## src/design/sps_hdr_pkg.sv

```systemverilog
// Types, constants and helper functions of the SPS header parser.
package sps_hdr_pkg;

  localparam int MAX_LEADING_ZEROS_DEF = 31;
  localparam int SIZE_BITS_DEF         = 16;

  localparam logic [1:0] STATUS_OK        = 2'd0;
  localparam logic [1:0] STATUS_TRUNCATED = 2'd1;
  localparam logic [1:0] STATUS_BAD_VALUE = 2'd2;
  localparam logic [1:0] STATUS_CROP      = 2'd3;

  typedef struct packed {
    logic [7:0] sps_byte;
    logic       last_byte;
  } sps_in_t;

  typedef struct packed {
    logic [1:0]  status;
    logic [23:0] profile_level_word;
    logic [4:0]  param_set_id;
    logic [1:0]  chroma_format;
    logic [5:0]  log2_max_frame_number;
    logic [4:0]  order_count_type;
    logic [5:0]  log2_max_order_lsb;
    logic [7:0]  max_reference_frames;
    logic        frames_only;
    logic        vui_present;
    logic [15:0] picture_width;
    logic [15:0] picture_height;
  } sps_out_t;

  typedef enum logic [5:0] {
    SYN_PROFILE, SYN_CONSTR, SYN_LEVEL, SYN_ID, SYN_CHROMA, SYN_SEP, SYN_BDL,
    SYN_BDC, SYN_BYPASS, SYN_MATRIX, SYN_LISTFLAG, SYN_DELTA, SYN_FRAMENUM,
    SYN_POCTYPE, SYN_POCLSB, SYN_DPAZ, SYN_NONREF, SYN_T2B, SYN_CYCLE,
    SYN_REFOFF, SYN_MAXREF, SYN_GAPS, SYN_W, SYN_H, SYN_FMO, SYN_MBAFF,
    SYN_D8, SYN_CROPFLAG, SYN_CL, SYN_CR, SYN_CT, SYN_CB, SYN_VUI, SYN_DONE
  } syn_step_t;

  typedef enum logic [1:0] {
    CTL_IDLE, CTL_BITS, CTL_CALC, CTL_EMIT
  } ctl_state_t;

  typedef struct packed {
    logic load;   // capture the accepted byte
    logic shift;  // consume one bit
    logic calc;   // register crop sums
    logic emit;   // load result register and clear parse state
  } sps_cmd_t;

  typedef struct packed {
    logic halted; // parsing finished or failed, further bits are ignored
  } sps_stat_t;

  // Fixed length of an element; zero marks an exp-Golomb code.
  function automatic logic [5:0] elem_bits(input syn_step_t s);
    logic [5:0] n;
    case (s) inside
      SYN_PROFILE, SYN_CONSTR, SYN_LEVEL: n = 6'd8;
      SYN_SEP, SYN_BYPASS, SYN_MATRIX, SYN_LISTFLAG, SYN_DPAZ, SYN_GAPS,
      SYN_FMO, SYN_MBAFF, SYN_D8, SYN_CROPFLAG, SYN_VUI: n = 6'd1;
      default: n = 6'd0;
    endcase
    return n;
  endfunction

  function automatic logic is_high(input logic [7:0] p);
    logic h;
    case (p) inside
      8'd100, 8'd110, 8'd122, 8'd244, 8'd44, 8'd83, 8'd86, 8'd118, 8'd128,
      8'd138, 8'd139, 8'd134: h = 1'b1;
      default: h = 1'b0;
    endcase
    return h;
  endfunction

endpackage

```

## src/design/sps_hdr_ctrl.sv

```systemverilog
// Sequencer of the SPS header parser: handshakes and bit stepping.
module sps_hdr_ctrl (
  input  logic                  clk,
  input  logic                  rst_n,
  input  logic                  in_valid,
  output logic                  in_stall,
  input  logic                  in_last,
  output logic                  out_valid,
  input  logic                  out_stall,
  output sps_hdr_pkg::sps_cmd_t cmd,
  input  sps_hdr_pkg::sps_stat_t stat
);

  sps_hdr_pkg::ctl_state_t state_r, state_nxt;
  logic [2:0] cnt_r, cnt_nxt;
  logic       last_r, last_nxt;
  logic       out_valid_r, out_valid_nxt;

  always_ff @(posedge clk) begin
    if (!rst_n) begin
      state_r     <= sps_hdr_pkg::CTL_IDLE;
      cnt_r       <= 3'd0;
      last_r      <= 1'b0;
      out_valid_r <= 1'b0;
    end else begin
      state_r     <= state_nxt;
      cnt_r       <= cnt_nxt;
      last_r      <= last_nxt;
      out_valid_r <= out_valid_nxt;
    end
  end

  always_comb begin
    state_nxt     = state_r;
    cnt_nxt       = cnt_r;
    last_nxt      = last_r;
    out_valid_nxt = out_valid_r && out_stall;
    cmd           = '0;
    in_stall      = 1'b1;
    case (state_r)
      sps_hdr_pkg::CTL_IDLE: begin
        in_stall = 1'b0;
        if (in_valid) begin
          cmd.load  = 1'b1;
          last_nxt  = in_last;
          cnt_nxt   = 3'd0;
          state_nxt = sps_hdr_pkg::CTL_BITS;
        end
      end
      sps_hdr_pkg::CTL_BITS: begin
        cmd.shift = !stat.halted;
        cnt_nxt   = cnt_r + 3'd1;
        if (cnt_r == 3'd7 || stat.halted) begin
          state_nxt = last_r ? sps_hdr_pkg::CTL_CALC : sps_hdr_pkg::CTL_IDLE;
        end
      end
      sps_hdr_pkg::CTL_CALC: begin
        cmd.calc  = 1'b1;
        state_nxt = sps_hdr_pkg::CTL_EMIT;
      end
      sps_hdr_pkg::CTL_EMIT: begin
        if (!out_valid_r || !out_stall) begin
          cmd.emit      = 1'b1;
          out_valid_nxt = 1'b1;
          state_nxt     = sps_hdr_pkg::CTL_IDLE;
        end
      end
      default: state_nxt = sps_hdr_pkg::CTL_IDLE;
    endcase
  end

  assign out_valid = out_valid_r;

endmodule

```

## src/design/sps_hdr_datapath.sv

```systemverilog
// Bit parser, syntax registers, crop arithmetic and result register.
module sps_hdr_datapath #(
  parameter int MAX_LEADING_ZEROS = sps_hdr_pkg::MAX_LEADING_ZEROS_DEF,
  parameter int SIZE_BITS         = sps_hdr_pkg::SIZE_BITS_DEF
) (
  input  logic                   clk,
  input  logic                   rst_n,
  input  logic [7:0]             in_byte,
  input  sps_hdr_pkg::sps_cmd_t  cmd,
  output sps_hdr_pkg::sps_stat_t stat,
  output sps_hdr_pkg::sps_out_t  out_data
);

  localparam int LZW = $clog2(MAX_LEADING_ZEROS + 1);
  localparam int CW  = (SIZE_BITS + 5 > 35) ? SIZE_BITS + 5 : 35;
  localparam logic [32:0] W_LIM = 33'((64'd1 << (SIZE_BITS - 4)) - 64'd1);
  localparam logic [32:0] H_LIM = 33'((64'd1 << SIZE_BITS) - 64'd1);
  localparam logic [SIZE_BITS-1:0] F1_LIM =
    SIZE_BITS'((64'd1 << (SIZE_BITS - 4)) - 64'd1);
  localparam logic [SIZE_BITS-1:0] F0_LIM =
    SIZE_BITS'((64'd1 << (SIZE_BITS - 5)) - 64'd1);

  logic [7:0]             byte_r, byte_nxt;
  sps_hdr_pkg::syn_step_t step_r, step_nxt;
  logic [LZW-1:0]         lz_r, lz_nxt;
  logic [31:0]            acc_r, acc_nxt;
  logic [5:0]             sbl_r, sbl_nxt;
  logic                   suffix_r, suffix_nxt;
  logic [3:0]             list_r, list_nxt;
  logic [6:0]             coef_r, coef_nxt;
  logic [7:0]             prev_r, prev_nxt;
  logic [7:0]             cyc_r, cyc_nxt;
  logic [23:0]            hdr_r, hdr_nxt;
  logic [1:0]             chroma_r, chroma_nxt;
  logic                   sep_r, sep_nxt;
  logic [4:0]             id_r, id_nxt;
  logic [5:0]             fnum_r, fnum_nxt;
  logic [4:0]             poct_r, poct_nxt;
  logic [5:0]             lsb_r, lsb_nxt;
  logic [7:0]             maxref_r, maxref_nxt;
  logic                   fmo_r, fmo_nxt;
  logic                   vui_r, vui_nxt;
  logic                   err_r, err_nxt;
  logic                   fin_r, fin_nxt;
  logic [SIZE_BITS-1:0]   size_r [2];
  logic [SIZE_BITS-1:0]   size_nxt [2];
  logic [31:0]            crop_r [4];
  logic [31:0]            crop_nxt [4];
  logic [CW-1:0]          cx_r, cy_r, w_r, h_r;
  sps_hdr_pkg::sps_out_t  out_r;

  // bit-level scratch
  logic                   b;
  logic [31:0]            acc_sh;
  logic                   done;
  logic [31:0]            v;
  logic                   go;
  sps_hdr_pkg::syn_step_t go_step;
  logic [7:0]             nx;
  logic [6:0]             coef_inc;
  logic [3:0]             list_inc;
  logic                   next_list;
  logic [1:0]             cat;
  logic                   fr2;
  logic [32:0]            sum_x, sum_y;
  sps_hdr_pkg::sps_out_t  res;

  always_ff @(posedge clk) begin
    if (!rst_n) begin
      step_r   <= sps_hdr_pkg::SYN_PROFILE;
      lz_r     <= '0;
      acc_r    <= '0;
      sbl_r    <= 6'd8;
      suffix_r <= 1'b0;
      list_r   <= '0;
      coef_r   <= '0;
      prev_r   <= 8'd8;
      cyc_r    <= '0;
      hdr_r    <= '0;
      chroma_r <= 2'd1;
      sep_r    <= 1'b0;
      id_r     <= '0;
      fnum_r   <= '0;
      poct_r   <= '0;
      lsb_r    <= '0;
      maxref_r <= '0;
      fmo_r    <= 1'b0;
      vui_r    <= 1'b0;
      err_r    <= 1'b0;
      fin_r    <= 1'b0;
      for (int i = 0; i < 2; i++) size_r[i] <= '0;
      for (int i = 0; i < 4; i++) crop_r[i] <= '0;
    end else begin
      step_r   <= step_nxt;
      lz_r     <= lz_nxt;
      acc_r    <= acc_nxt;
      sbl_r    <= sbl_nxt;
      suffix_r <= suffix_nxt;
      list_r   <= list_nxt;
      coef_r   <= coef_nxt;
      prev_r   <= prev_nxt;
      cyc_r    <= cyc_nxt;
      hdr_r    <= hdr_nxt;
      chroma_r <= chroma_nxt;
      sep_r    <= sep_nxt;
      id_r     <= id_nxt;
      fnum_r   <= fnum_nxt;
      poct_r   <= poct_nxt;
      lsb_r    <= lsb_nxt;
      maxref_r <= maxref_nxt;
      fmo_r    <= fmo_nxt;
      vui_r    <= vui_nxt;
      err_r    <= err_nxt;
      fin_r    <= fin_nxt;
      for (int i = 0; i < 2; i++) size_r[i] <= size_nxt[i];
      for (int i = 0; i < 4; i++) crop_r[i] <= crop_nxt[i];
    end
  end

  // payload registers
  always_ff @(posedge clk) begin
    byte_r <= byte_nxt;
    if (cmd.calc) begin
      cx_r <= CW'(sum_x) << ((cat == 2'd1 || cat == 2'd2) ? 1 : 0);
      cy_r <= CW'(sum_y) << ((fr2 ? 1 : 0) + ((cat == 2'd1) ? 1 : 0));
      w_r  <= CW'(size_r[0]) << 4;
      h_r  <= CW'(size_r[1]) << (fr2 ? 5 : 4);
    end
    if (cmd.emit) begin
      out_r <= res;
    end
  end

  assign stat.halted = fin_r || (step_r == sps_hdr_pkg::SYN_DONE);
  assign b      = byte_r[7];
  assign acc_sh = {acc_r[30:0], b};
  assign cat    = (sep_r || chroma_r == 2'd0) ? 2'd0 : chroma_r;
  assign fr2    = !fmo_r;
  assign sum_x  = {1'b0, crop_r[0]} + {1'b0, crop_r[1]};
  assign sum_y  = {1'b0, crop_r[2]} + {1'b0, crop_r[3]};

  // Bit decode and element completion
  always_comb begin
    byte_nxt   = cmd.load ? in_byte : (cmd.shift ? {byte_r[6:0], 1'b0} : byte_r);
    step_nxt   = step_r;
    lz_nxt     = lz_r;
    acc_nxt    = acc_r;
    sbl_nxt    = sbl_r;
    suffix_nxt = suffix_r;
    list_nxt   = list_r;
    coef_nxt   = coef_r;
    prev_nxt   = prev_r;
    cyc_nxt    = cyc_r;
    hdr_nxt    = hdr_r;
    chroma_nxt = chroma_r;
    sep_nxt    = sep_r;
    id_nxt     = id_r;
    fnum_nxt   = fnum_r;
    poct_nxt   = poct_r;
    lsb_nxt    = lsb_r;
    maxref_nxt = maxref_r;
    fmo_nxt    = fmo_r;
    vui_nxt    = vui_r;
    err_nxt    = err_r;
    fin_nxt    = fin_r;
    size_nxt   = size_r;
    crop_nxt   = crop_r;
    done       = 1'b0;
    v          = '0;
    go         = 1'b0;
    go_step    = step_r;
    nx         = '0;
    coef_inc   = coef_r + 7'd1;
    list_inc   = list_r + 4'd1;
    next_list  = 1'b0;

    if (cmd.shift && !stat.halted) begin
      if (sps_hdr_pkg::elem_bits(step_r) != 6'd0) begin
        acc_nxt = acc_sh;
        sbl_nxt = sbl_r - 6'd1;
        if (sbl_r == 6'd1) begin
          done = 1'b1;
          v    = acc_sh;
        end
      end else if (!suffix_r) begin
        if (!b) begin
          if (32'(lz_r) >= 32'(MAX_LEADING_ZEROS)) begin
            err_nxt = 1'b1;
            fin_nxt = 1'b1;
          end else begin
            lz_nxt = lz_r + LZW'(1);
          end
        end else if (lz_r == '0) begin
          done = 1'b1;
        end else begin
          suffix_nxt = 1'b1;
          sbl_nxt    = 6'(lz_r);
          acc_nxt    = '0;
        end
      end else begin
        acc_nxt = acc_sh;
        sbl_nxt = sbl_r - 6'd1;
        if (sbl_r == 6'd1) begin
          done = 1'b1;
          v    = ((32'd1 << lz_r) - 32'd1) + acc_sh;
        end
      end
    end

    if (done) begin
      case (step_r)
        sps_hdr_pkg::SYN_PROFILE: begin
          hdr_nxt = {16'd0, v[7:0]};
          go = 1'b1; go_step = sps_hdr_pkg::SYN_CONSTR;
        end
        sps_hdr_pkg::SYN_CONSTR: begin
          hdr_nxt[15:8] = v[7:0];
          go = 1'b1; go_step = sps_hdr_pkg::SYN_LEVEL;
        end
        sps_hdr_pkg::SYN_LEVEL: begin
          hdr_nxt[23:16] = v[7:0];
          go = 1'b1; go_step = sps_hdr_pkg::SYN_ID;
        end
        sps_hdr_pkg::SYN_ID: begin
          if (v > 32'd31) begin
            err_nxt = 1'b1; fin_nxt = 1'b1;
          end else begin
            id_nxt  = v[4:0];
            go      = 1'b1;
            go_step = sps_hdr_pkg::is_high(hdr_r[7:0]) ? sps_hdr_pkg::SYN_CHROMA
                                                       : sps_hdr_pkg::SYN_FRAMENUM;
          end
        end
        sps_hdr_pkg::SYN_CHROMA: begin
          if (v > 32'd3) begin
            err_nxt = 1'b1; fin_nxt = 1'b1;
          end else begin
            chroma_nxt = v[1:0];
            go         = 1'b1;
            go_step    = (v == 32'd3) ? sps_hdr_pkg::SYN_SEP : sps_hdr_pkg::SYN_BDL;
          end
        end
        sps_hdr_pkg::SYN_SEP: begin
          sep_nxt = v[0];
          go = 1'b1; go_step = sps_hdr_pkg::SYN_BDL;
        end
        sps_hdr_pkg::SYN_BDL: begin
          go = 1'b1; go_step = sps_hdr_pkg::SYN_BDC;
        end
        sps_hdr_pkg::SYN_BDC: begin
          go = 1'b1; go_step = sps_hdr_pkg::SYN_BYPASS;
        end
        sps_hdr_pkg::SYN_BYPASS: begin
          go = 1'b1; go_step = sps_hdr_pkg::SYN_MATRIX;
        end
        sps_hdr_pkg::SYN_MATRIX: begin
          go = 1'b1;
          if (v[0]) begin
            list_nxt = '0;
            go_step  = sps_hdr_pkg::SYN_LISTFLAG;
          end else begin
            go_step  = sps_hdr_pkg::SYN_FRAMENUM;
          end
        end
        sps_hdr_pkg::SYN_LISTFLAG: begin
          if (v[0]) begin
            prev_nxt = 8'd8;
            coef_nxt = '0;
            go = 1'b1; go_step = sps_hdr_pkg::SYN_DELTA;
          end else begin
            next_list = 1'b1;
          end
        end
        sps_hdr_pkg::SYN_DELTA: begin
          // delta_scale folds mod 256, only the low nine bits of the code matter
          if (v[0]) nx = prev_r + v[8:1] + 8'd1;
          else      nx = prev_r - v[8:1];
          if (nx != 8'd0) prev_nxt = nx;
          coef_nxt = coef_inc;
          if (coef_inc < ((list_r < 4'd6) ? 7'd16 : 7'd64) && nx != 8'd0) begin
            go = 1'b1; go_step = sps_hdr_pkg::SYN_DELTA;
          end else begin
            next_list = 1'b1;
          end
        end
        sps_hdr_pkg::SYN_FRAMENUM: begin
          if (v > 32'd59) begin
            err_nxt = 1'b1; fin_nxt = 1'b1;
          end else begin
            fnum_nxt = v[5:0] + 6'd4;
            go = 1'b1; go_step = sps_hdr_pkg::SYN_POCTYPE;
          end
        end
        sps_hdr_pkg::SYN_POCTYPE: begin
          if (v > 32'd28) begin
            err_nxt = 1'b1; fin_nxt = 1'b1;
          end else begin
            poct_nxt = v[4:0];
            go       = 1'b1;
            if (v == 32'd0)      go_step = sps_hdr_pkg::SYN_POCLSB;
            else if (v == 32'd1) go_step = sps_hdr_pkg::SYN_DPAZ;
            else                 go_step = sps_hdr_pkg::SYN_MAXREF;
          end
        end
        sps_hdr_pkg::SYN_POCLSB: begin
          if (v > 32'd28) begin
            err_nxt = 1'b1; fin_nxt = 1'b1;
          end else begin
            lsb_nxt = v[5:0] + 6'd4;
            go = 1'b1; go_step = sps_hdr_pkg::SYN_MAXREF;
          end
        end
        sps_hdr_pkg::SYN_DPAZ: begin
          go = 1'b1; go_step = sps_hdr_pkg::SYN_NONREF;
        end
        sps_hdr_pkg::SYN_NONREF: begin
          go = 1'b1; go_step = sps_hdr_pkg::SYN_T2B;
        end
        sps_hdr_pkg::SYN_T2B: begin
          go = 1'b1; go_step = sps_hdr_pkg::SYN_CYCLE;
        end
        sps_hdr_pkg::SYN_CYCLE: begin
          if (v > 32'd255) begin
            err_nxt = 1'b1; fin_nxt = 1'b1;
          end else begin
            cyc_nxt = v[7:0];
            go      = 1'b1;
            go_step = (v == 32'd0) ? sps_hdr_pkg::SYN_MAXREF : sps_hdr_pkg::SYN_REFOFF;
          end
        end
        sps_hdr_pkg::SYN_REFOFF: begin
          cyc_nxt = cyc_r - 8'd1;
          go      = 1'b1;
          go_step = (cyc_r == 8'd1) ? sps_hdr_pkg::SYN_MAXREF : sps_hdr_pkg::SYN_REFOFF;
        end
        sps_hdr_pkg::SYN_MAXREF: begin
          if (v > 32'd255) begin
            err_nxt = 1'b1; fin_nxt = 1'b1;
          end else begin
            maxref_nxt = v[7:0];
            go = 1'b1; go_step = sps_hdr_pkg::SYN_GAPS;
          end
        end
        sps_hdr_pkg::SYN_GAPS: begin
          go = 1'b1; go_step = sps_hdr_pkg::SYN_W;
        end
        sps_hdr_pkg::SYN_W: begin
          if ({1'b0, v} >= W_LIM) begin
            err_nxt = 1'b1; fin_nxt = 1'b1;
          end else begin
            size_nxt[0] = SIZE_BITS'(v + 32'd1);
            go = 1'b1; go_step = sps_hdr_pkg::SYN_H;
          end
        end
        sps_hdr_pkg::SYN_H: begin
          if ({1'b0, v} >= H_LIM) begin
            err_nxt = 1'b1; fin_nxt = 1'b1;
          end else begin
            size_nxt[1] = SIZE_BITS'(v + 32'd1);
            go = 1'b1; go_step = sps_hdr_pkg::SYN_FMO;
          end
        end
        sps_hdr_pkg::SYN_FMO: begin
          fmo_nxt = v[0];
          if (size_r[1] > (v[0] ? F1_LIM : F0_LIM)) begin
            err_nxt = 1'b1; fin_nxt = 1'b1;
          end else begin
            go      = 1'b1;
            go_step = v[0] ? sps_hdr_pkg::SYN_D8 : sps_hdr_pkg::SYN_MBAFF;
          end
        end
        sps_hdr_pkg::SYN_MBAFF: begin
          go = 1'b1; go_step = sps_hdr_pkg::SYN_D8;
        end
        sps_hdr_pkg::SYN_D8: begin
          go = 1'b1; go_step = sps_hdr_pkg::SYN_CROPFLAG;
        end
        sps_hdr_pkg::SYN_CROPFLAG: begin
          go      = 1'b1;
          go_step = v[0] ? sps_hdr_pkg::SYN_CL : sps_hdr_pkg::SYN_VUI;
        end
        sps_hdr_pkg::SYN_CL: begin
          crop_nxt[0] = v;
          go = 1'b1; go_step = sps_hdr_pkg::SYN_CR;
        end
        sps_hdr_pkg::SYN_CR: begin
          crop_nxt[1] = v;
          go = 1'b1; go_step = sps_hdr_pkg::SYN_CT;
        end
        sps_hdr_pkg::SYN_CT: begin
          crop_nxt[2] = v;
          go = 1'b1; go_step = sps_hdr_pkg::SYN_CB;
        end
        sps_hdr_pkg::SYN_CB: begin
          crop_nxt[3] = v;
          go = 1'b1; go_step = sps_hdr_pkg::SYN_VUI;
        end
        sps_hdr_pkg::SYN_VUI: begin
          vui_nxt = v[0];
          fin_nxt = 1'b1;
          go = 1'b1; go_step = sps_hdr_pkg::SYN_DONE;
        end
        default: go = 1'b0;
      endcase
    end

    if (next_list) begin
      list_nxt = list_inc;
      go       = 1'b1;
      go_step  = (list_inc < ((chroma_r == 2'd3) ? 4'd12 : 4'd8))
                 ? sps_hdr_pkg::SYN_LISTFLAG : sps_hdr_pkg::SYN_FRAMENUM;
    end

    // enter the next element
    if (go) begin
      step_nxt   = go_step;
      lz_nxt     = '0;
      acc_nxt    = '0;
      suffix_nxt = 1'b0;
      sbl_nxt    = sps_hdr_pkg::elem_bits(go_step);
    end

    // result taken: back to the start of a new parameter set
    if (cmd.emit) begin
      step_nxt   = sps_hdr_pkg::SYN_PROFILE;
      lz_nxt     = '0;
      acc_nxt    = '0;
      sbl_nxt    = 6'd8;
      suffix_nxt = 1'b0;
      list_nxt   = '0;
      coef_nxt   = '0;
      prev_nxt   = 8'd8;
      cyc_nxt    = '0;
      hdr_nxt    = '0;
      chroma_nxt = 2'd1;
      sep_nxt    = 1'b0;
      id_nxt     = '0;
      fnum_nxt   = '0;
      poct_nxt   = '0;
      lsb_nxt    = '0;
      maxref_nxt = '0;
      fmo_nxt    = 1'b0;
      vui_nxt    = 1'b0;
      err_nxt    = 1'b0;
      fin_nxt    = 1'b0;
      for (int i = 0; i < 2; i++) size_nxt[i] = '0;
      for (int i = 0; i < 4; i++) crop_nxt[i] = '0;
    end
  end

  // Result word from the registered crop terms
  always_comb begin
    res = '0;
    if (err_r) begin
      res.status = sps_hdr_pkg::STATUS_BAD_VALUE;
    end else if (step_r != sps_hdr_pkg::SYN_DONE) begin
      res.status = sps_hdr_pkg::STATUS_TRUNCATED;
    end else if (cx_r >= w_r || cy_r >= h_r) begin
      res.status = sps_hdr_pkg::STATUS_CROP;
    end else begin
      res.status                = sps_hdr_pkg::STATUS_OK;
      res.profile_level_word    = hdr_r;
      res.param_set_id          = id_r;
      res.chroma_format         = chroma_r;
      res.log2_max_frame_number = fnum_r;
      res.order_count_type      = poct_r;
      res.log2_max_order_lsb    = (poct_r == 5'd0) ? lsb_r : 6'd0;
      res.max_reference_frames  = maxref_r;
      res.frames_only           = fmo_r;
      res.vui_present           = vui_r;
      res.picture_width         = 16'(w_r - cx_r);
      res.picture_height        = 16'(h_r - cy_r);
    end
  end

  assign out_data = out_r;

endmodule

```

## src/design/h264_sps_header_parser_unit.sv

```systemverilog
// Top level of the H.264 sequence parameter set header parser.
// Takes the RBSP bytes of one sequence parameter set, one byte per input
// beat, and decodes them bit by bit, MSB first, through the syntax up to
// vui_parameters_present_flag (high profile chroma, bit depth and scaling
// lists, POC types 0 and 1 included). On the beat marked last_byte a single
// result beat follows with a status (ok, truncated, bad value or code, crop
// too large), the profile/level word, ids, flags and the cropped picture
// size; on a nonzero status all other fields are zero. Bits after the VUI
// flag or after an error are ignored until the last byte.
// Per byte: it is accepted, then its eight bits are shifted through the
// bit-serial decoder before another is taken; once parsing has stopped no
// bits are shifted. After the last byte the crop sums are registered and
// the result register is loaded. The next byte is accepted while a result
// still waits on out_stall; a second set's result waits until the register is free.
module h264_sps_header_parser_unit #(
  parameter int MAX_LEADING_ZEROS = sps_hdr_pkg::MAX_LEADING_ZEROS_DEF,
  parameter int SIZE_BITS         = sps_hdr_pkg::SIZE_BITS_DEF
) (
  input  logic                  clk,
  input  logic                  rst_n,
  input  logic                  in_valid,
  output logic                  in_stall,
  input  sps_hdr_pkg::sps_in_t  in_data,
  output logic                  out_valid,
  input  logic                  out_stall,
  output sps_hdr_pkg::sps_out_t out_data
);

  sps_hdr_pkg::sps_cmd_t  cmd;
  sps_hdr_pkg::sps_stat_t stat;

  // sequencer: handshakes, bit count, result valid
  sps_hdr_ctrl u_ctrl (
    .clk       (clk),
    .rst_n     (rst_n),
    .in_valid  (in_valid),
    .in_stall  (in_stall),
    .in_last   (in_data.last_byte),
    .out_valid (out_valid),
    .out_stall (out_stall),
    .cmd       (cmd),
    .stat      (stat)
  );

  // parser state, crop arithmetic and result register
  sps_hdr_datapath #(
    .MAX_LEADING_ZEROS (MAX_LEADING_ZEROS),
    .SIZE_BITS         (SIZE_BITS)
  ) u_dp (
    .clk      (clk),
    .rst_n    (rst_n),
    .in_byte  (in_data.sps_byte),
    .cmd      (cmd),
    .stat     (stat),
    .out_data (out_data)
  );

endmodule

```

## config.mk

```make
export PLATFORM = sky130hd
export DESIGN_NAME = h264_sps_header_parser_unit
export DESIGN_NICKNAME = d
export VERILOG_FILES = /design/src/design/sps_hdr_pkg.sv /design/src/design/sps_hdr_ctrl.sv /design/src/design/sps_hdr_datapath.sv /design/src/design/h264_sps_header_parser_unit.sv
export SDC_FILE = /design/constraint.sdc
export NUM_CORES = 1
export LEC_CHECK = 0
export ABC_AREA = 0
export BUFFER_PORTS_ARGS = -buffer_cell sky130_fd_sc_hd__buf_4
export CAP_MARGIN = 10
export CORE_AREA = 8 8 246 248
export DETAILED_ROUTE_END_ITERATION = 8
export DIE_AREA = 0 0 254 256
export GPL_ROUTABILITY_DRIVEN = 0
export PLACE_DENSITY = 0.81
export SLEW_MARGIN = 40
export SYNTH_ARGS = -nofsm -noshare
export SYNTH_HDL_FRONTEND = slang
export SYNTH_HIERARCHICAL = 1
export SYNTH_SLANG_ARGS = --single-unit
```

## constraint.sdc

```tcl
create_clock -name clk -period 7.45 [get_ports clk]
set_input_delay 0 -clock clk [delete_from_list [all_inputs] [get_ports clk]]
set_output_delay 0 -clock clk [all_outputs]
set_load 0.02 [all_outputs]
```

==> results.md, run 1 <==
Logic synthesis:
- Ranked by total cell area, the synthesized netlist is headed by sky130_fd_sc_hd__dfxtp_1 19%, sky130_fd_sc_hd__edfxtp_1 19%, sky130_fd_sc_hd__ha_1 8.7%.
- After synthesis the netlist holds a flip-flop and latch count of 506.
- The share of flip-flops with an asynchronous set or reset after synthesis is 0.
- Counting every net in the synthesized netlist gives 4,004.
- The most used flip-flop cell after synthesis is sky130_fd_sc_hd__dfxtp_1.
- Yosys printed 6 warnings.
- The proportion of synthesized chip area in sequential cells is 0.381.
- The cell type contributing the most total cell area after synthesis is sky130_fd_sc_hd__dfxtp_1.
- The synthesized area per cell is 8.46 sq um.
- The synthesized design contains 202 enable-type register cells.
- The synthesized netlist occupies a cell area of 31,900 sq um.
- Of the post-synthesis cell area, the dominant cell type holds 0.191.
- Synthesis handed over a netlist of 3,765 instances.
- The number of different library cells used by synthesis comes to 106.

Floorplan:
- The area of the core is 56,800 sq um.
- The top-level port count is 107.
- For this configuration, the core starts out at a cell density of 0.561.
- From left edge to right edge, the die measures 254 um.
- The die covers 65,000 sq um.
- The vertical die dimension is 256 um.
- The row count is 88.

Timing:
- The final hold violation count is 0.
- For the pin with the worst max-slew slack, the measured transition is 0.899 ns.
- After layout, the worst setup slack is 0.455 ns.
- The maximum clock rate is 143 MHz.
- The relative max-transition margin is 0.393.
- The clock tree skew after final layout is 0.0335 ns.
- Setup repair after global routing left no endpoint under its margin.
- In the finished design, the share of the clock period the worst path needs comes to 0.939.
- Setup total negative slack on the finished layout was measured at 0 ns.
- The max-slew violation count is 0.
- The number of endpoints failing setup at the final stage is 0.
- The worst path needs 7.00 ns of the cycle, external delays included.

Min path:
- The worst hold path belongs to the class input port to flop.

Placed design:
- The placement-stage worst setup slack is 0.334 ns.
- The port buffer count is 106.
- Detailed placement ended at an HPWL of 65,500 um.

Route:
- The per-cell routed wire length is 19.8 um.
- The number of nets with antenna violations after routing is 0.
- The wire length after detailed routing is 91,200 um.
- The first routing iteration left 2,987 violations.
- The number of remaining DRC errors is 0.
- The routed via count divided by cell count is 6.23.
- The via count of the routed design is 28,700.
- The iteration count of the initial detailed-routing pass is 6.

Finish:
- The post-synthesis to final-layout area growth is 11.0%.
- Of the cells placed in the final design, the portion with a size suffix greater than 1 is 0.101.
- The number of antenna diodes in the final layout is 0.
- The final layout contains 4,039 nets.
- The number of filler instances in the final layout is 4,700.

Worst setup path:
- STA puts the critical path data required time at 8.00 ns.
- The element type at the critical path start is a flop.
- Data arrives at the worst endpoint at 7.54 ns.
- The start-to-end type of the worst setup path is flop to flop.
- STA classifies the critical path endpoint as a flop.
- The maximum fanout along the worst path is 9.

Clocking:
- The clock tree buffer depth is 3.
- In this run the number of H-tree levels came out at 2.
- At the later pin of the worst-skew pair, clock insertion delay measures 0.63 ns.
- The clock slew seen by the registers of the worst setup and hold paths is 0.07 ns.
- The number of CTS-inserted buffers is 51.
- The clock tree from TritonCTS is yes.
- CTS placed an instance of sky130_fd_sc_hd__clkbuf_16 at the clock tree root.
- The number of clock sinks is 506.

Global route:
- The total grt overflow is 0.
- The via count of the first global-routing pass is 26,600.
- The maximum number of pins on one net before global-route repair is 101.
- In the global route stage, overall resource usage came out at 0.269.
- The first-pass GRT wire length is 143,000 um.
- The number of antenna violations at the first check in global routing is 0.

Status:
- The flow ran to the end, and the final reports show no timing, DRC or antenna violations.

Run:
- Across the run, the number of max-cap violations was 0.

Power and ir drop:
- The peak supply drop is 0.169 mV.
- In this run the power density over the cells is 166 nW/um^2.
- The leakage power total is 14.4 nW.
-- registers in the layout, indices dropped and copies added, names as in the netlist, 16 cells and up, named ones only --
signal and count:
u_dp/cx_r 34, u_dp/cy_r 35, u_dp/hdr_r 24, u_dp/crop_r 128
u_dp/h_r 17, u_dp/w_r 16, u_dp/acc_r 31, u_dp/out_data 92
u_dp/size_r 32
-- through the flow --
step           instances  utilization  area (sq um)  hold WS, ns  power, mW
6_report            4608        0.622         35300        0.219       5.88
5_1_grt             4608        0.622         35300        0.232       6.03
4_1_cts             4607        0.621         35300        0.199       5.89
3_5_place_dp        4494        0.586         33300        0.248       3.16
3_3_place_gp        4494        0.585         33300        0.232       3.16
2_1_floorplan       3765            -         31900        0.137       3.10
-- critical path, cell delays in order, from the launching register on --
cell and delay [ns]:
sky130_fd_sc_hd__dfxtp_1 0.37, sky130_fd_sc_hd__inv_1 0.12, sky130_fd_sc_hd__ha_1 0.23, sky130_fd_sc_hd__nor2b_1 0.26, sky130_fd_sc_hd__nand2_1 0.10, sky130_fd_sc_hd__ha_1 0.31
sky130_fd_sc_hd__inv_1 0.04, sky130_fd_sc_hd__ha_1 0.23, sky130_fd_sc_hd__fa_1 0.43, sky130_fd_sc_hd__a21o_1 0.25, sky130_fd_sc_hd__a31oi_1 0.37, sky130_fd_sc_hd__a211oi_1 0.21
sky130_fd_sc_hd__o2111ai_1 0.50, sky130_fd_sc_hd__nand3_1 0.37, sky130_fd_sc_hd__a221oi_1 0.44, sky130_fd_sc_hd__nand4_1 0.22, sky130_fd_sc_hd__nor4_4 0.69, sky130_fd_sc_hd__buf_4 0.31
sky130_fd_sc_hd__nand2_1 0.11, sky130_fd_sc_hd__nand3_1 0.15, sky130_fd_sc_hd__a2111oi_2 0.08, sky130_fd_sc_hd__or3_2 0.53, sky130_fd_sc_hd__o2111ai_1 0.29, sky130_fd_sc_hd__nand3_1 0.12
sky130_fd_sc_hd__a31oi_1 0.17
-- worst paths after layout --
check	from	end	slack, ns	cells past startpoint
setup / recovery	u_dp/lz_r[1]$_SDFFE_PP0P_	u_dp/sbl_r[0]$_SDFFE_PP0P_	0.45	24
hold / removal	in_data[8]	u_dp/byte_r[7]$_DFFE_PP_	0.22	3
setup reg to reg	u_dp/lz_r[1]$_SDFFE_PP0P_	u_dp/sbl_r[0]$_SDFFE_PP0P_	0.45	24
hold reg to reg	u_dp/size_r[27]$_SDFFE_PP0P_	u_dp/w_r[15]$_DFFE_PP_	0.42	0
-- report_power, final --
part / switching [mW] / internal, mW
registers: 0.00988 / 2.87
clock network: 1.14 / 1.61
logic: 0.158 / 0.0828
total: 1.31 / 4.56
-- cells in the mapped netlist (9+ instances only) --
cell type                   number
sky130_fd_sc_hd__nor4_1         29
sky130_fd_sc_hd__nand2_1       521
sky130_fd_sc_hd__a41oi_1        10
sky130_fd_sc_hd__nand3_1       140
sky130_fd_sc_hd__buf_2          21
sky130_fd_sc_hd__nand2b_1       21
sky130_fd_sc_hd__a32o_1         12
sky130_fd_sc_hd__a21o_1         45
sky130_fd_sc_hd__ha_1          221
sky130_fd_sc_hd__xor2_1         34
sky130_fd_sc_hd__or3_1          26
sky130_fd_sc_hd__or4_1          17
sky130_fd_sc_hd__o211ai_1       17
sky130_fd_sc_hd__a22oi_1         9
sky130_fd_sc_hd__o21a_1         22
sky130_fd_sc_hd__o22ai_1        14
sky130_fd_sc_hd__nand3b_1       11
sky130_fd_sc_hd__clkbuf_1      154
sky130_fd_sc_hd__o2111ai_1      12
sky130_fd_sc_hd__and3_1         38
sky130_fd_sc_hd__a22o_1          9
sky130_fd_sc_hd__nor2b_1        37
sky130_fd_sc_hd__a31oi_1        22
sky130_fd_sc_hd__edfxtp_1      202
sky130_fd_sc_hd__or2_2          15
sky130_fd_sc_hd__o31ai_1        15
sky130_fd_sc_hd__o21ai_0       120
sky130_fd_sc_hd__inv_1         237
sky130_fd_sc_hd__xnor2_1        92
sky130_fd_sc_hd__a21oi_1       385
sky130_fd_sc_hd__nor2_1        336
sky130_fd_sc_hd__mux2i_1        85
sky130_fd_sc_hd__dfxtp_1       304
sky130_fd_sc_hd__a211o_1         9
sky130_fd_sc_hd__nor3_1         54
sky130_fd_sc_hd__o211a_1         9
sky130_fd_sc_hd__a21boi_0       10
sky130_fd_sc_hd__a211oi_1       70
sky130_fd_sc_hd__o21bai_1       19
sky130_fd_sc_hd__nand4_1        46
sky130_fd_sc_hd__and2_1         79
sky130_fd_sc_hd__buf_1          14
sky130_fd_sc_hd__mux2_2         56
-- layout make-up --
class                      count  area, sq um  area share
sequential                   506        12200       0.344
clock inverter                32          409      0.0116
multi-input combinational   2817        18100       0.511
timing repair buffer         184         1440      0.0407
clock buffer                  64         1430      0.0404
inverter                     240          901      0.0255
tap                          765          957      0.0271
-- routing by layer --
layer / vias up / part of all wire / track usage
met5: - / 0 / 0
met4: 0 / 0.055 / 0.128
met3: 360 / 0.11 / 0.0458
met2: 1573 / 0.44 / 0.419
met1: 13300 / 0.40 / 0.359
li1: 13400 / - / -
-- placed cells by master (no fill, tap or decap), types with 19 or more instances in the layout --
cell type and n:
sky130_fd_sc_hd__a211oi_1 67, sky130_fd_sc_hd__a21o_1 45, sky130_fd_sc_hd__a21oi_1 383, sky130_fd_sc_hd__a31oi_1 22, sky130_fd_sc_hd__and2_1 77, sky130_fd_sc_hd__and3_1 38, sky130_fd_sc_hd__buf_4 163, sky130_fd_sc_hd__clkbuf_16 52
sky130_fd_sc_hd__dfxtp_1 302, sky130_fd_sc_hd__edfxtp_1 202, sky130_fd_sc_hd__ha_1 220, sky130_fd_sc_hd__inv_1 237, sky130_fd_sc_hd__mux2_2 56, sky130_fd_sc_hd__mux2i_1 85, sky130_fd_sc_hd__nand2_1 517, sky130_fd_sc_hd__nand2b_1 20
sky130_fd_sc_hd__nand3_1 140, sky130_fd_sc_hd__nand4_1 46, sky130_fd_sc_hd__nor2_1 334, sky130_fd_sc_hd__nor2b_1 36, sky130_fd_sc_hd__nor3_1 53, sky130_fd_sc_hd__nor4_1 29, sky130_fd_sc_hd__o21a_1 22, sky130_fd_sc_hd__o21ai_0 117
sky130_fd_sc_hd__o21bai_1 19, sky130_fd_sc_hd__or3_1 26, sky130_fd_sc_hd__xnor2_1 92, sky130_fd_sc_hd__xor2_1 34
-- cell families (layout without fill, tap and decap cells) --
logic type | Yosys count | after routing | synth area share
AND/OR/NAND/NOR | 1424 | 1424 | 0.212
XOR/XNOR | 126 | 126 | 0.0346
AO/OA/AOI/OAI | 898 | 898 | 0.179
buffers and inverters | 442 | 520 | 0.0550
adder cells (fa/ha/maj) | 226 | 226 | 0.0899
multiplexers | 143 | 143 | 0.0479
flip-flops | 506 | 506 | 0.381
-- repair_timing --
action | CTS | global route
resized for setup | 0 | 3
hold endpoints to repair | 34 | 0
setup buffers | 0 | 1
setup endpoints to repair | 0 | 43
hold buffers | 17 | 0
Note: power is estimated with default switching activity, not from simulation.
==> run 2, diff against run 1 <==
==> constraint.sdc (replaced) <==
create_clock -name clk -period 7.45 [get_ports clk]
set_input_delay 1.1175 -clock clk [delete_from_list [all_inputs] [get_ports clk]]
set_output_delay 1.1175 -clock clk [all_outputs]
set_load 0.02 [all_outputs]
==> run 2 against run 1 <==
Combinational power fell by 2%. Clock power hardly changed. Register-to-register slack better by 0.03 ns. Hold slack gained 0.21 ns. Die area is the same. Fmax grew 0.37%. Via count down 0.29%. Clock skew is 0.0013 ns lower. Critical path depth is 1 lower. Final cell count shrank 0.37%. Worst setup slack better by 0.026 ns. Critical endpoint unchanged. Largest power group unchanged. Highest routed layer unchanged.
==> results.md, run 2 (synthesized netlist as in run 1, its figures left out) <==
Route:
- The via count of the routed design is 28,600 (-0.29%).
- The starting DRC count in detailed routing is 2,990 (+0.10%).
- The per-cell routed wire length is 19.8 um (+0.18%).
- The number of remaining DRC errors is 0 (unchanged).
- The wire length after detailed routing was 91,000 um (-0.19%).
- The routed via count divided by cell count was 6.24 (about the same).
- The number of nets with antenna violations after routing is 0 (unchanged).
- The iteration count of the initial detailed-routing pass came to 9 (+3).

Finish:
- The total non-filler cell area in the finished layout is 35,200 sq um (-0.48%).
- The share of post-route cells with drive strength above 1 came to 0.102 (+0.000450).
- The number of filler instances in the final layout is 4,717 (+0.36%).
- The combined flip-flop and latch cell area is 12,200 sq um (unchanged).
- The post-route core utilization is 0.619 (-0.00299).
- The number of nets at the end of the flow is 4,022 (-0.42%).
- The area of the multi-input gates is 18,100 sq um (unchanged).
- Leaving out fill and tap cells, the most frequent cell in the layout is sky130_fd_sc_hd__nand2_1.
- The register with the highest flop count is u_dp/crop_r.
- The flip-flop count of the largest register after layout came to 128 (unchanged).
- The number of antenna repair diodes is 0 (unchanged).
- The post-synthesis to final-layout area growth is 10.4%.
- The final non-filler cell total is 4,591 (-0.37%).
- The library cells used most frequently in the layout, excluding fill and tap cells, are 517 x sky130_fd_sc_hd__nand2_1, 383 x sky130_fd_sc_hd__a21oi_1, 334 x sky130_fd_sc_hd__nor2_1, 302 x sky130_fd_sc_hd__dfxtp_1, 237 x sky130_fd_sc_hd__inv_1.

Clocking:
- The number of CTS-inserted buffers is 51 (unchanged).
- The clock tree from TritonCTS is yes.
- The number of clock sinks is 506 (unchanged).
- The total number of H-tree levels is 2 (unchanged).
- The root buffer cell chosen for the clock tree is sky130_fd_sc_hd__clkbuf_16.
- The clock tree buffer depth is 3 (unchanged).
- The clock latency reported for the late side of the worst-skew pair is 0.63 ns (about the same).
- The clock slew seen by the registers of the worst setup and hold paths is 0.07 ns (about the same).

Power and ir drop:
- The leakage power total is 14.3 nW (-0.54%).
- The peak supply drop is 0.169 mV (-0.24%).
- The sum of internal, switching and leakage power is 5.87 mW (about the same).
- The power density relative to cell area was 167 nW/um^2 (+0.44%).

Timing:
- The maximum clock rate is 143 MHz (+0.37%).
- The number of endpoints failing setup at the final stage was 0 (unchanged).
- The clock tree skew after final layout came to 0.0322 ns (-0.00129 ns).
- The shortest clock period the worst path allows after layout is 6.97 ns (-0.0258 ns).
- The relative max-transition margin is 0.400 (+0.00698).
- The max-slew violation count is 0 (unchanged).
- The slew at the pin closest to its max-slew limit was 0.889 ns (-0.0103 ns).
- The worst hold-check slack is 0.425 ns (+0.206 ns).
- Setup repair after global routing left no endpoint under its margin.
- The final hold violation count came to 0 (unchanged).
- The summed negative setup slack over all endpoints came to 0 ns (unchanged).
- The final setup slack of the worst path came to 0.480 ns (+0.0258 ns).
- The period utilization is 0.936 (-0.00346).

Floorplan:
- The chip width is 254 um (unchanged).
- The area of the core was 56,800 sq um (unchanged).
- The row count is 88 (unchanged).
- The vertical die dimension is 256 um (unchanged).
- The top-level port count is 107 (unchanged).
- The area of the die was 65,000 sq um (unchanged).
- The initial core utilization is 0.561 (unchanged).

Status:
- The run finished with clean final reports.

Placed design:
- The number of placed instances, taps included is 4,494 (unchanged).
- The placement-stage worst setup slack came to 0.334 ns (unchanged).
- The total cell area at the placement stage is 33,300 sq um (unchanged).
- The HPWL after detailed placement came to 65,500 um (unchanged).
- The port buffer count was 106 (unchanged).

Min path:
- The worst min-delay path endpoint is u_dp/w_r[16]$_DFFE_PP_.
- The number of cells on the worst hold path is 0 (-3).
- The worst min-delay path category is flop to flop.
- The startpoint of the most critical hold path is u_dp/size_r[28]$_SDFFE_PP0P_.

Global route:
- The via count of the first global-routing pass came to 26,500 (-0.33%).
- The number of antenna violations at the first check in global routing is 0 (unchanged).
- The overall fraction of global-route tracks in use is 0.268 (-0.000495).
- The first-pass GRT wire length came to 143,000 um (-0.20%).
- The maximum number of pins on one net before global-route repair came to 101 (unchanged).
- The total grt overflow was 0 (unchanged).

Worst setup path:
- The endpoint type of the worst setup path is a flop.
- The element type at the critical path start is a flop.
- The worst reg2reg path startpoint is u_dp/lz_r[1]$_SDFFE_PP0P_.
- By startpoint and endpoint, the worst setup path is classified as flop to flop.
- The maximum fanout along the worst path was 7 (-2).
- The cell count of the worst reg-to-reg path is 23 (-4.2%).
- The data required time at the worst endpoint is 8.00 ns (about the same).
- The internal reg-to-reg setup slack is 0.48 ns (+0.03 ns).
- The arrival time at the worst endpoint was 7.52 ns (-0.02 ns).
- The worst register-to-register path ends at u_dp/sbl_r[0]$_SDFFE_PP0P_.

Run:
- The number of maximum-capacitance constraint violations was 0 (unchanged).
## run 2: worst max-delay path: stages, from the launching register on
cell and delay [ns]:
sky130_fd_sc_hd__dfxtp_1 0.36, sky130_fd_sc_hd__inv_1 0.12, sky130_fd_sc_hd__ha_1 0.24, sky130_fd_sc_hd__nor2b_1 0.26, sky130_fd_sc_hd__nand2_1 0.10, sky130_fd_sc_hd__ha_1 0.31
sky130_fd_sc_hd__inv_1 0.04, sky130_fd_sc_hd__ha_1 0.23, sky130_fd_sc_hd__fa_1 0.43, sky130_fd_sc_hd__a21o_1 0.25, sky130_fd_sc_hd__a31oi_1 0.36, sky130_fd_sc_hd__a211oi_1 0.20
sky130_fd_sc_hd__o2111ai_1 0.50, sky130_fd_sc_hd__nand3_1 0.40, sky130_fd_sc_hd__a221oi_1 0.39, sky130_fd_sc_hd__nand4_1 0.22, sky130_fd_sc_hd__nor4_4 0.67, sky130_fd_sc_hd__o2111a_1 0.37
sky130_fd_sc_hd__nor2_1 0.08, sky130_fd_sc_hd__a2111oi_2 0.48, sky130_fd_sc_hd__or3_2 0.25, sky130_fd_sc_hd__a21oi_1 0.06, sky130_fd_sc_hd__a2111o_1 0.40, sky130_fd_sc_hd__a31oi_1 0.15
## run 2: what timing repair did
action | CTS | global route
hold buffers | 0 | 0
setup buffers | 0 | 1
endpoints found under the setup margin | 0 | 43
endpoints found under the hold margin | 0 | 0
gates resized for setup | 0 | 3
## run 2: metal layers
layer | vias up | part of all wire | routed length [um] | GRT usage
met2 | 1533 | 0.44 | 40200 | 0.418
met1 | 13300 | 0.40 | 36400 | 0.358
met5 | - | 0 | 0 | 0
met4 | 0 | 0.054 | 4920 | 0.128
li1 | 13400 | - | - | -
met3 | 343 | 0.10 | 9500 | 0.0463
## run 2: final cells by class
type                            count  area share
Timing Repair Buffer              167      0.0361
Clock buffer                       64      0.0405
Inverter                          240      0.0256
Multi-Input combinational cell   2817       0.513
Tap cell                          765      0.0272
Clock inverter                     32      0.0116
Sequential cell                   506       0.346
## run 2: worst max-delay path by stage
stage / endpoint / start / cells after the start
floorplan: u_dp/sbl_r[0]$_SDFFE_PP0P_ / u_dp/lz_r[1]$_SDFFE_PP0P_ / 31
finish: u_dp/sbl_r[0]$_SDFFE_PP0P_ / u_dp/lz_r[1]$_SDFFE_PP0P_ / 23
CTS: u_dp/acc_r[25]$_SDFFE_PP0P_ / u_dp/lz_r[1]$_SDFFE_PP0P_ / 29
detailed placement: u_dp/acc_r[25]$_SDFFE_PP0P_ / u_dp/lz_r[1]$_SDFFE_PP0P_ / 29
global route: u_dp/acc_r[11]$_SDFFE_PP0P_ / u_dp/lz_r[1]$_SDFFE_PP0P_ / 30
global placement: u_dp/acc_r[29]$_SDFFE_PP0P_ / u_dp/lz_r[1]$_SDFFE_PP0P_ / 29
## run 2: power breakdown
| part | internal (mW) | switching [mW] |
|---|---|---|
| clock network | 1.61 | 1.15 |
| logic | 0.0778 | 0.158 |
| registers | 2.87 | 0.00988 |
